[src/rtl/noes_pkg.sv]
// Shared types and constants for the note-off event scheduler.
`timescale 1ns / 1ps
package noes_pkg;

  localparam int DEFAULT_QUEUE_DEPTH = 16;
  localparam int MAX_RESULTS = 16;
  localparam int PW = $clog2(MAX_RESULTS + 1);

  localparam logic [1:0] FUNC_ADD     = 2'd0;
  localparam logic [1:0] FUNC_RELEASE = 2'd1;
  localparam logic [1:0] FUNC_DRAIN   = 2'd2;

  localparam logic STATUS_POP  = 1'b0;
  localparam logic STATUS_FULL = 1'b1;

  typedef struct packed {
    logic [3:0]  channel;
    logic [6:0]  note;
    logic [6:0]  velocity;
    logic [31:0] time_ms;
  } entry_t;

  typedef enum logic [1:0] {
    S_IDLE,
    S_COMPACT,
    S_INSERT,
    S_POP
  } state_t;

endpackage

[src/rtl/note_off_event_scheduler_core.sv]
// Top level: time-ordered queue of pending note-off events in a circular buffer.
//
// Command channel: an item transfers on a rising edge with start high and busy low.
// in_func selects add, release due events up to in_time_req, or drain all
// (the unused code is ignored and leaves busy low).
// Result channel: out_valid strobes one result per cycle; the receiver cannot
// stall, so every strobe is a transfer. out_last marks the final result of an item.
// Add: one pass over the queued entries drops any with the same channel and note,
// then a backward walk shifts later entries up by one through the single read /
// single write port of the entry memory. The walk is skipped when the queue is
// empty after the pass, where the entry is written directly, or still full.
// A full queue gives one status-full result in the same cycle that busy falls.
// Release / drain: one entry pops per cycle off the head pointer, at most 16 per
// item; each result passes a pending register and then the output register, and
// the last one shows in the same cycle that busy falls.
// Reset empties the queue; memory contents are not cleared.
`timescale 1ns / 1ps
module note_off_event_scheduler_core #(
  parameter int QUEUE_DEPTH = noes_pkg::DEFAULT_QUEUE_DEPTH
) (
  input  logic        clk,
  input  logic        rst_n,
  input  logic        start,
  output logic        busy,
  input  logic [1:0]  in_func,
  input  logic [3:0]  in_channel,
  input  logic [6:0]  in_note,
  input  logic [6:0]  in_velocity,
  input  logic [31:0] in_time_req,
  output logic        out_valid,
  output logic        out_status,
  output logic [3:0]  out_channel,
  output logic [6:0]  out_note,
  output logic [6:0]  out_velocity,
  output logic [31:0] out_time,
  output logic        out_last
);

  localparam int AW = $clog2(QUEUE_DEPTH);
  localparam int CW = $clog2(QUEUE_DEPTH + 1);
  localparam int SW = CW + 1;
  localparam int PW = noes_pkg::PW;
  localparam logic [CW-1:0] DEPTH_C = CW'(QUEUE_DEPTH);
  localparam logic [PW-1:0] MAX_C = PW'(noes_pkg::MAX_RESULTS);

  function automatic logic [AW-1:0] wrap_add(input logic [AW-1:0] base,
                                             input logic [CW-1:0] ofs);
    logic [SW-1:0] s;
    s = SW'(base) + SW'(ofs);
    if (s >= SW'(QUEUE_DEPTH)) s = s - SW'(QUEUE_DEPTH);
    return s[AW-1:0];
  endfunction

  noes_pkg::entry_t mem [QUEUE_DEPTH];

  noes_pkg::state_t state_r, state_nxt;
  logic [AW-1:0] head_r, head_nxt;
  logic [CW-1:0] cnt_r, cnt_nxt;
  logic [CW-1:0] idx_r, idx_nxt;
  logic [CW-1:0] keep_r, keep_nxt;
  logic [PW-1:0] npop_r, npop_nxt;
  logic          drain_r, drain_nxt;
  logic          pend_vld_r, pend_vld_nxt;
  noes_pkg::entry_t ev_r, ev_nxt;
  noes_pkg::entry_t pend_r, pend_nxt;
  noes_pkg::entry_t rd_data_r;

  logic             wr_en;
  logic [AW-1:0]    wr_addr;
  noes_pkg::entry_t wr_data;
  logic [AW-1:0]    rd_addr;
  logic             due;

  logic             out_valid_r, out_valid_nxt;
  logic             out_status_r, out_status_nxt;
  logic             out_last_r, out_last_nxt;
  noes_pkg::entry_t out_data_r, out_data_nxt;

  always_comb begin
    state_nxt      = state_r;
    head_nxt       = head_r;
    cnt_nxt        = cnt_r;
    idx_nxt        = idx_r;
    keep_nxt       = keep_r;
    npop_nxt       = npop_r;
    drain_nxt      = drain_r;
    pend_vld_nxt   = pend_vld_r;
    ev_nxt         = ev_r;
    pend_nxt       = pend_r;
    wr_en          = 1'b0;
    wr_addr        = head_r;
    wr_data        = rd_data_r;
    rd_addr        = head_r;
    out_valid_nxt  = 1'b0;
    out_status_nxt = noes_pkg::STATUS_POP;
    out_last_nxt   = 1'b0;
    out_data_nxt   = pend_r;
    due = (cnt_r != '0) && (npop_r != MAX_C) &&
          (drain_r || (rd_data_r.time_ms <= ev_r.time_ms));

    case (state_r)
      noes_pkg::S_IDLE: begin
        if (start) begin
          ev_nxt = '{channel: in_channel, note: in_note, velocity: in_velocity,
                     time_ms: in_time_req};
          idx_nxt      = '0;
          keep_nxt     = '0;
          npop_nxt     = '0;
          pend_vld_nxt = 1'b0;
          drain_nxt    = (in_func == noes_pkg::FUNC_DRAIN);
          case (in_func)
            noes_pkg::FUNC_ADD:     state_nxt = noes_pkg::S_COMPACT;
            noes_pkg::FUNC_RELEASE: state_nxt = noes_pkg::S_POP;
            noes_pkg::FUNC_DRAIN:   state_nxt = noes_pkg::S_POP;
            default:                state_nxt = noes_pkg::S_IDLE;
          endcase
        end
      end
      noes_pkg::S_COMPACT: begin
        if (idx_r != cnt_r) begin
          if (!(rd_data_r.channel == ev_r.channel && rd_data_r.note == ev_r.note)) begin
            wr_en    = 1'b1;
            wr_addr  = wrap_add(head_r, keep_r);
            keep_nxt = keep_r + 1'b1;
          end
          idx_nxt = idx_r + 1'b1;
          rd_addr = wrap_add(head_r, idx_r + 1'b1);
        end else begin
          cnt_nxt = keep_r;
          if (keep_r == DEPTH_C) begin
            out_valid_nxt  = 1'b1;
            out_status_nxt = noes_pkg::STATUS_FULL;
            out_last_nxt   = 1'b1;
            out_data_nxt   = ev_r;
            state_nxt      = noes_pkg::S_IDLE;
          end else if (keep_r == '0) begin
            wr_en     = 1'b1;
            wr_addr   = head_r;
            wr_data   = ev_r;
            cnt_nxt   = CW'(1);
            state_nxt = noes_pkg::S_IDLE;
          end else begin
            rd_addr   = wrap_add(head_r, keep_r - 1'b1);
            idx_nxt   = keep_r;
            state_nxt = noes_pkg::S_INSERT;
          end
        end
      end
      noes_pkg::S_INSERT: begin
        wr_en   = 1'b1;
        wr_addr = wrap_add(head_r, idx_r);
        if (idx_r != '0 && rd_data_r.time_ms >= ev_r.time_ms) begin
          idx_nxt = idx_r - 1'b1;
          rd_addr = wrap_add(head_r, (idx_r >= CW'(2)) ? idx_r - CW'(2) : '0);
        end else begin
          wr_data   = ev_r;
          cnt_nxt   = cnt_r + 1'b1;
          state_nxt = noes_pkg::S_IDLE;
        end
      end
      noes_pkg::S_POP: begin
        if (pend_vld_r) begin
          out_valid_nxt = 1'b1;
          out_last_nxt  = !due;
        end
        if (due) begin
          pend_nxt     = rd_data_r;
          pend_vld_nxt = 1'b1;
          head_nxt     = wrap_add(head_r, CW'(1));
          rd_addr      = wrap_add(head_r, CW'(1));
          cnt_nxt      = cnt_r - 1'b1;
          npop_nxt     = npop_r + 1'b1;
        end else begin
          pend_vld_nxt = 1'b0;
          state_nxt    = noes_pkg::S_IDLE;
        end
      end
      default: state_nxt = noes_pkg::S_IDLE;
    endcase
  end

  always_ff @(posedge clk) begin
    if (wr_en) mem[wr_addr] <= wr_data;
    rd_data_r <= mem[rd_addr];
  end

  always_ff @(posedge clk) begin
    if (!rst_n) begin
      state_r     <= noes_pkg::S_IDLE;
      head_r      <= '0;
      cnt_r       <= '0;
      pend_vld_r  <= 1'b0;
      out_valid_r <= 1'b0;
    end else begin
      state_r     <= state_nxt;
      head_r      <= head_nxt;
      cnt_r       <= cnt_nxt;
      pend_vld_r  <= pend_vld_nxt;
      out_valid_r <= out_valid_nxt;
    end
  end

  always_ff @(posedge clk) begin
    idx_r        <= idx_nxt;
    keep_r       <= keep_nxt;
    npop_r       <= npop_nxt;
    drain_r      <= drain_nxt;
    ev_r         <= ev_nxt;
    pend_r       <= pend_nxt;
    out_status_r <= out_status_nxt;
    out_last_r   <= out_last_nxt;
    out_data_r   <= out_data_nxt;
  end

  assign busy         = (state_r != noes_pkg::S_IDLE);
  assign out_valid    = out_valid_r;
  assign out_status   = out_status_r;
  assign out_last     = out_last_r;
  assign out_channel  = out_data_r.channel;
  assign out_note     = out_data_r.note;
  assign out_velocity = out_data_r.velocity;
  assign out_time     = out_data_r.time_ms;

endmodule

[config.mk]
export PLATFORM = sky130hd
export DESIGN_NAME = note_off_event_scheduler_core
export DESIGN_NICKNAME = d
export VERILOG_FILES = /design/src/rtl/noes_pkg.sv /design/src/rtl/note_off_event_scheduler_core.sv
export SDC_FILE = /design/constraint.sdc
export NUM_CORES = 1
export LEC_CHECK = 0
export ABC_AREA = 1
export BUFFER_PORTS_ARGS = -buffer_cell sky130_fd_sc_hd__buf_2
export CAP_MARGIN = 40
export CELL_PAD_IN_SITES_DETAIL_PLACEMENT = 1
export CELL_PAD_IN_SITES_GLOBAL_PLACEMENT = 2
export CORE_MARGIN = 1
export CORE_UTILIZATION = 42
export CTS_BUF_LIST = sky130_fd_sc_hd__clkbuf_16
export DETAILED_ROUTE_END_ITERATION = 8
export PLACE_DENSITY_LB_ADDON = 0.1
export SETUP_SLACK_MARGIN = 0.15
export SYNTH_ARGS = -nofsm -noshare
export SYNTH_HDL_FRONTEND = slang
export SYNTH_SLANG_ARGS = --single-unit
[constraint.sdc]
create_clock -name clk -period 11.72 [get_ports clk]
set_clock_uncertainty 0.05 [all_clocks]
set_input_delay 2.344 -clock clk [delete_from_list [all_inputs] [get_ports clk]]
set_output_delay 2.344 -clock clk [all_outputs]
set_load 0.05 [all_outputs]
==> impl_metrics.json <==
{
  "grt_overflow": 0,
  "finalCritPeriodShare_pct": 50.0,
  "place_area_mm2": 0.0478,
  "async_reset_ff_share_pct": 0,
  "drv_slew": 0,
  "drive_gt1_share_pct": 8.98,
  "rows": 120,
  "wl_met1_mm": 70.7,
  "synth_nets": 4433,
  "final_util_pct": 47.9,
  "worstPathRequired_ns": 12.25,
  "combinationalPowerShare_pct": 43.2,
  "grt_pass1_vias": 31900,
  "fin_setup_tns_ns": 0,
  "p_seq_share_pct": 34.9,
  "drv_cap": 0,
  "end_kind": "flip-flop",
  "area_growth_pct": 13.0,
  "fmax_mhz": 171,
  "critPathLaunchType": "flip-flop",
  "drtIter0Drc": 2680,
  "dr_wl_met2_mm": 67.9,
  "post-route-cell-area_mm2": 0.0515,
  "cts_tree": "built",
  "antenna_found_initial": 5,
  "first_pass_iters": 5,
  "power_density_mw_per_mm2": 309,
  "synthCells": 4304,
  "ys_seq_elements": 1031,
  "leakage_nw": 21.4,
  "irDropWorstVdd_uv": 246,
  "max_stage_delay_ns": 0.72,
  "cts_setup_buffers": 0,
  "clk_pin_slew_ns": 0.06,
  "route.top_layer_used": "met5",
  "avgSynthCellArea_um2": 10.6,
  "tightest_slew_ns": 0.970,
  "yosys_warnings": 0,
  "postRouteAntennaNets": 0,
  "start_util_pct": 42.4,
  "cp.arrival_ns": 6.40,
  "syn_area_mm2": 0.0456,
  "critPathMostFrequentCell": "nand2_1",
  "setup_viol": 0,
  "multiInputGateArea_mm2": 0.0122,
  "synth_flop_cell": "edfxtp_1",
  "io_buffers": 108,
  "dr_wl_met3_mm": 7.83,
  "die_h_um": 331,
  "cp_max_fo": 99,
  "grt_max_degree": 152,
  "hold_viol_final": 0,
  "critPathKind": "reg2reg",
  "core_region_area_mm2": 0.107,
  "crit_buf_inv": 2,
  "fin_crit_ns": 5.86,
  "netSwitchingPower_mw": 6.93,
  "hold_buffers": 0,
  "rsz0062_at_grt": "false",
  "fin_cells": 5871,
  "synth_edf_count": 916,
  "yosys.area.top_type": "edfxtp_1",
  "critPathSlowestCell": "nand2_8",
  "hp-class": "reg2reg",
  "internal-power_mw": 8.97,
  "cts.sinks": 1031,
  "synth_top_family_by_area": "simple AND/OR/NAND/NOR gates",
  "nets": 4499,
  "viasPerCell": 5.50,
  "synth_cell_type_count": 47,
  "cts_made_buffers": 114,
  "gp_congestion": 0.814,
  "wl_per_cell_um": 25.4,
  "clkPwrFrac_pct": 21.9,
  "die_area_mm2": 0.110,
  "synth_xor_area_share_pct": 0.711,
  "slew_headroom_pct": 35.3,
  "synthDominantCellAreaShare_pct": 60.4,
  "finalWirelength_mm": 149,
  "dpl.cell_count": 5657,
  "vias": 32300,
  "ios": 109,
  "nFillCells": 11500,
  "reg2reg_from": "rd_data_r[31]$_DFF_P_",
  "grtUsageTotal_pct": 27.1,
  "drcViolationCount": 0,
  "status": "completed",
  "cts.repair.resized": 0,
  "clock-root-buffer": "clkbuf_16",
  "synth_top_cells_by_area": "edfxtp_1, nand3_1, nand2_1, inv_1, dfxtp_1",
  "synthMuxAreaShare_pct": 0,
  "power_mw": 15.9,
  "synth_compound_area_share_pct": 3.93,
  "grt_first_pass_wirelength_mm": 220,
  "synth-adder-area-share_pct": 2.13,
  "cp-startpoint": "rd_data_r[31]$_DFF_P_",
  "hold_start": "pend_r[27]$_DFFE_PP_",
  "die_x_um": 331,
  "hpwl_mm": 83.6,
  "seqCellArea_mm2": 0.0298,
  "ys_seq_area_share_pct": 65.4,
  "synth_simple_gate_area_share_pct": 19.6,
  "critical-path-top-delay-family": "simple AND/OR/NAND/NOR gates",
  "htreeDepth": 3,
  "clock_latency_ns": 0.70,
  "cp_cell_sequence": "ha_1 -> nand2_1 -> nor2_1 -> nand2_1 -> nor3_1 -> nand2_1 -> nand2_1 -> nand2_1 -> nand3_1 -> nor2_1 -> nor2_1 -> nand2_8 -> nand2_8 -> buf_4 -> buf_4 -> nand2_1 -> nand3_1 -> nand3_1 -> nand3_1 -> nand2_1",
  "cts_buffer_depth": 3,
  "p_sw_share_pct": 43.6
}
[layer usage]
metal / up-vias / global-route usage (%)
met1: 16500 / 40.3
met4: 2 / 5.48
met2: 816 / 42.5
met5: - / 0
li1: 14700 / -
met3: 171 / 3.34
[power groups by stage]
stage | sequential, mW | combinational [mW] | clock, mW
2_1_floorplan | 5.48 | 4.42 | 0
3_5_place_dp | 5.61 | 6.86 | 0
3_3_place_gp | 5.60 | 6.62 | 0
6_report | 5.54 | 6.87 | 3.48
4_1_cts | 5.53 | 6.88 | 3.55
5_1_grt | 5.57 | 7.54 | 3.67
[final cells by class]
class	instances	area share, %
sequential	1031	57.9
clock inverter	92	1.26
antenna	3	0.0146
timing repair buffer	199	3.10
tap	1403	3.41
multi-input combinational	2373	23.8
clock buffer	119	5.79
inverter	651	4.75
[cells by family (layout without fill, tap and decap cells)]
group | Yosys count | after routing
compound gates | 299 | 299
xor+xnor | 37 | 37
other cells | 0 | 3
fa+ha+maj | 74 | 74
buf+inv | 900 | 1061
flops | 1031 | 1031
simple gates | 1963 | 1963
[worst paths after layout]
check | end | slack (ns) | depth (start not counted)
max | rd_data_r[31]$_DFF_P_ | 5.86 | 20
min reg2reg | out_time[27]$_DFF_P_ | 0.40 | 2
max reg2reg | rd_data_r[31]$_DFF_P_ | 5.86 | 20
min | out_time[27]$_DFF_P_ | 0.40 | 2
[state kept, by name, indices dropped and copies added, names as in the netlist]
signal and flops:
out_note 7, ev_r 50, npop_r 5, mem 800
head_r 4, state_r 2, out_last 1, out_status 1
keep_r 5, pend_vld_r 1, rd_data_r 50, out_valid 1
out_channel 4, pend_r 50, cnt_r 5, out_velocity 7
drain_r 1, out_time 32, idx_r 5
[worst register-to-register path, delay by kind of cell, from the launching register on]
| family | cells | cell delay, ns |
|---|---|---|
| adders and majority gates | 1 | 0.34 |
| buffers and inverters | 2 | 1.52 |
| DFF | 1 | 0.39 |
| and+or+nand+nor | 17 | 3.44 |
[stage by stage]
step | hold WS [ns] | worst slack, ns
4_1_cts | 0.396 | 5.74
6_report | 0.399 | 5.86
3_5_place_dp | 0.380 | 5.74
2_1_floorplan | 0.362 | 7.08
5_1_grt | 0.426 | 5.45
3_3_place_gp | 0.380 | 5.82
[cell usage after synthesis (all sizes together) (3+ instances only)]
cell type,count
o31ai,4
nand3b,84
nand4,4
a21o,3
fa,6
nor2,78
dfxtp,115
nor3,12
xor2,26
o21a,3
or2,3
a21oi,51
xnor2,11
inv,651
nand2,857
a211oi,4
a32o,43
o21ai,175
nand3,922
edfxtp,916
buf,166
clkbuf,83
o211ai,5
ha,68
[placed cells by master, fill, tap and decap left out, types with 3 or more instances in the layout]
cell and n:
o21ai_0 168, diode_2 3, xnor2_1 11, edfxtp_1 916, inv_2 5, buf_4 69, fa_1 6, ha_1 67
dfxtp_1 115, o31ai_1 4, clkbuf_16 119, a32o_1 43, inv_1 677, a21o_1 3, clkinv_2 26, a21oi_1 51
o21ai_1 6, buf_16 14, buf_2 108, o211ai_1 5, nor2_4 20, clkinv_1 19, o21a_1 3, nor3_1 10
xor2_1 26, nand3_1 921, nand3b_1 84, clkinvlp_4 3, nor2_1 58, nand4_1 4, buf_12 7, a211oi_1 3
nand2_1 852, bufinv_16 8
(Power assumes the default switching activity.)
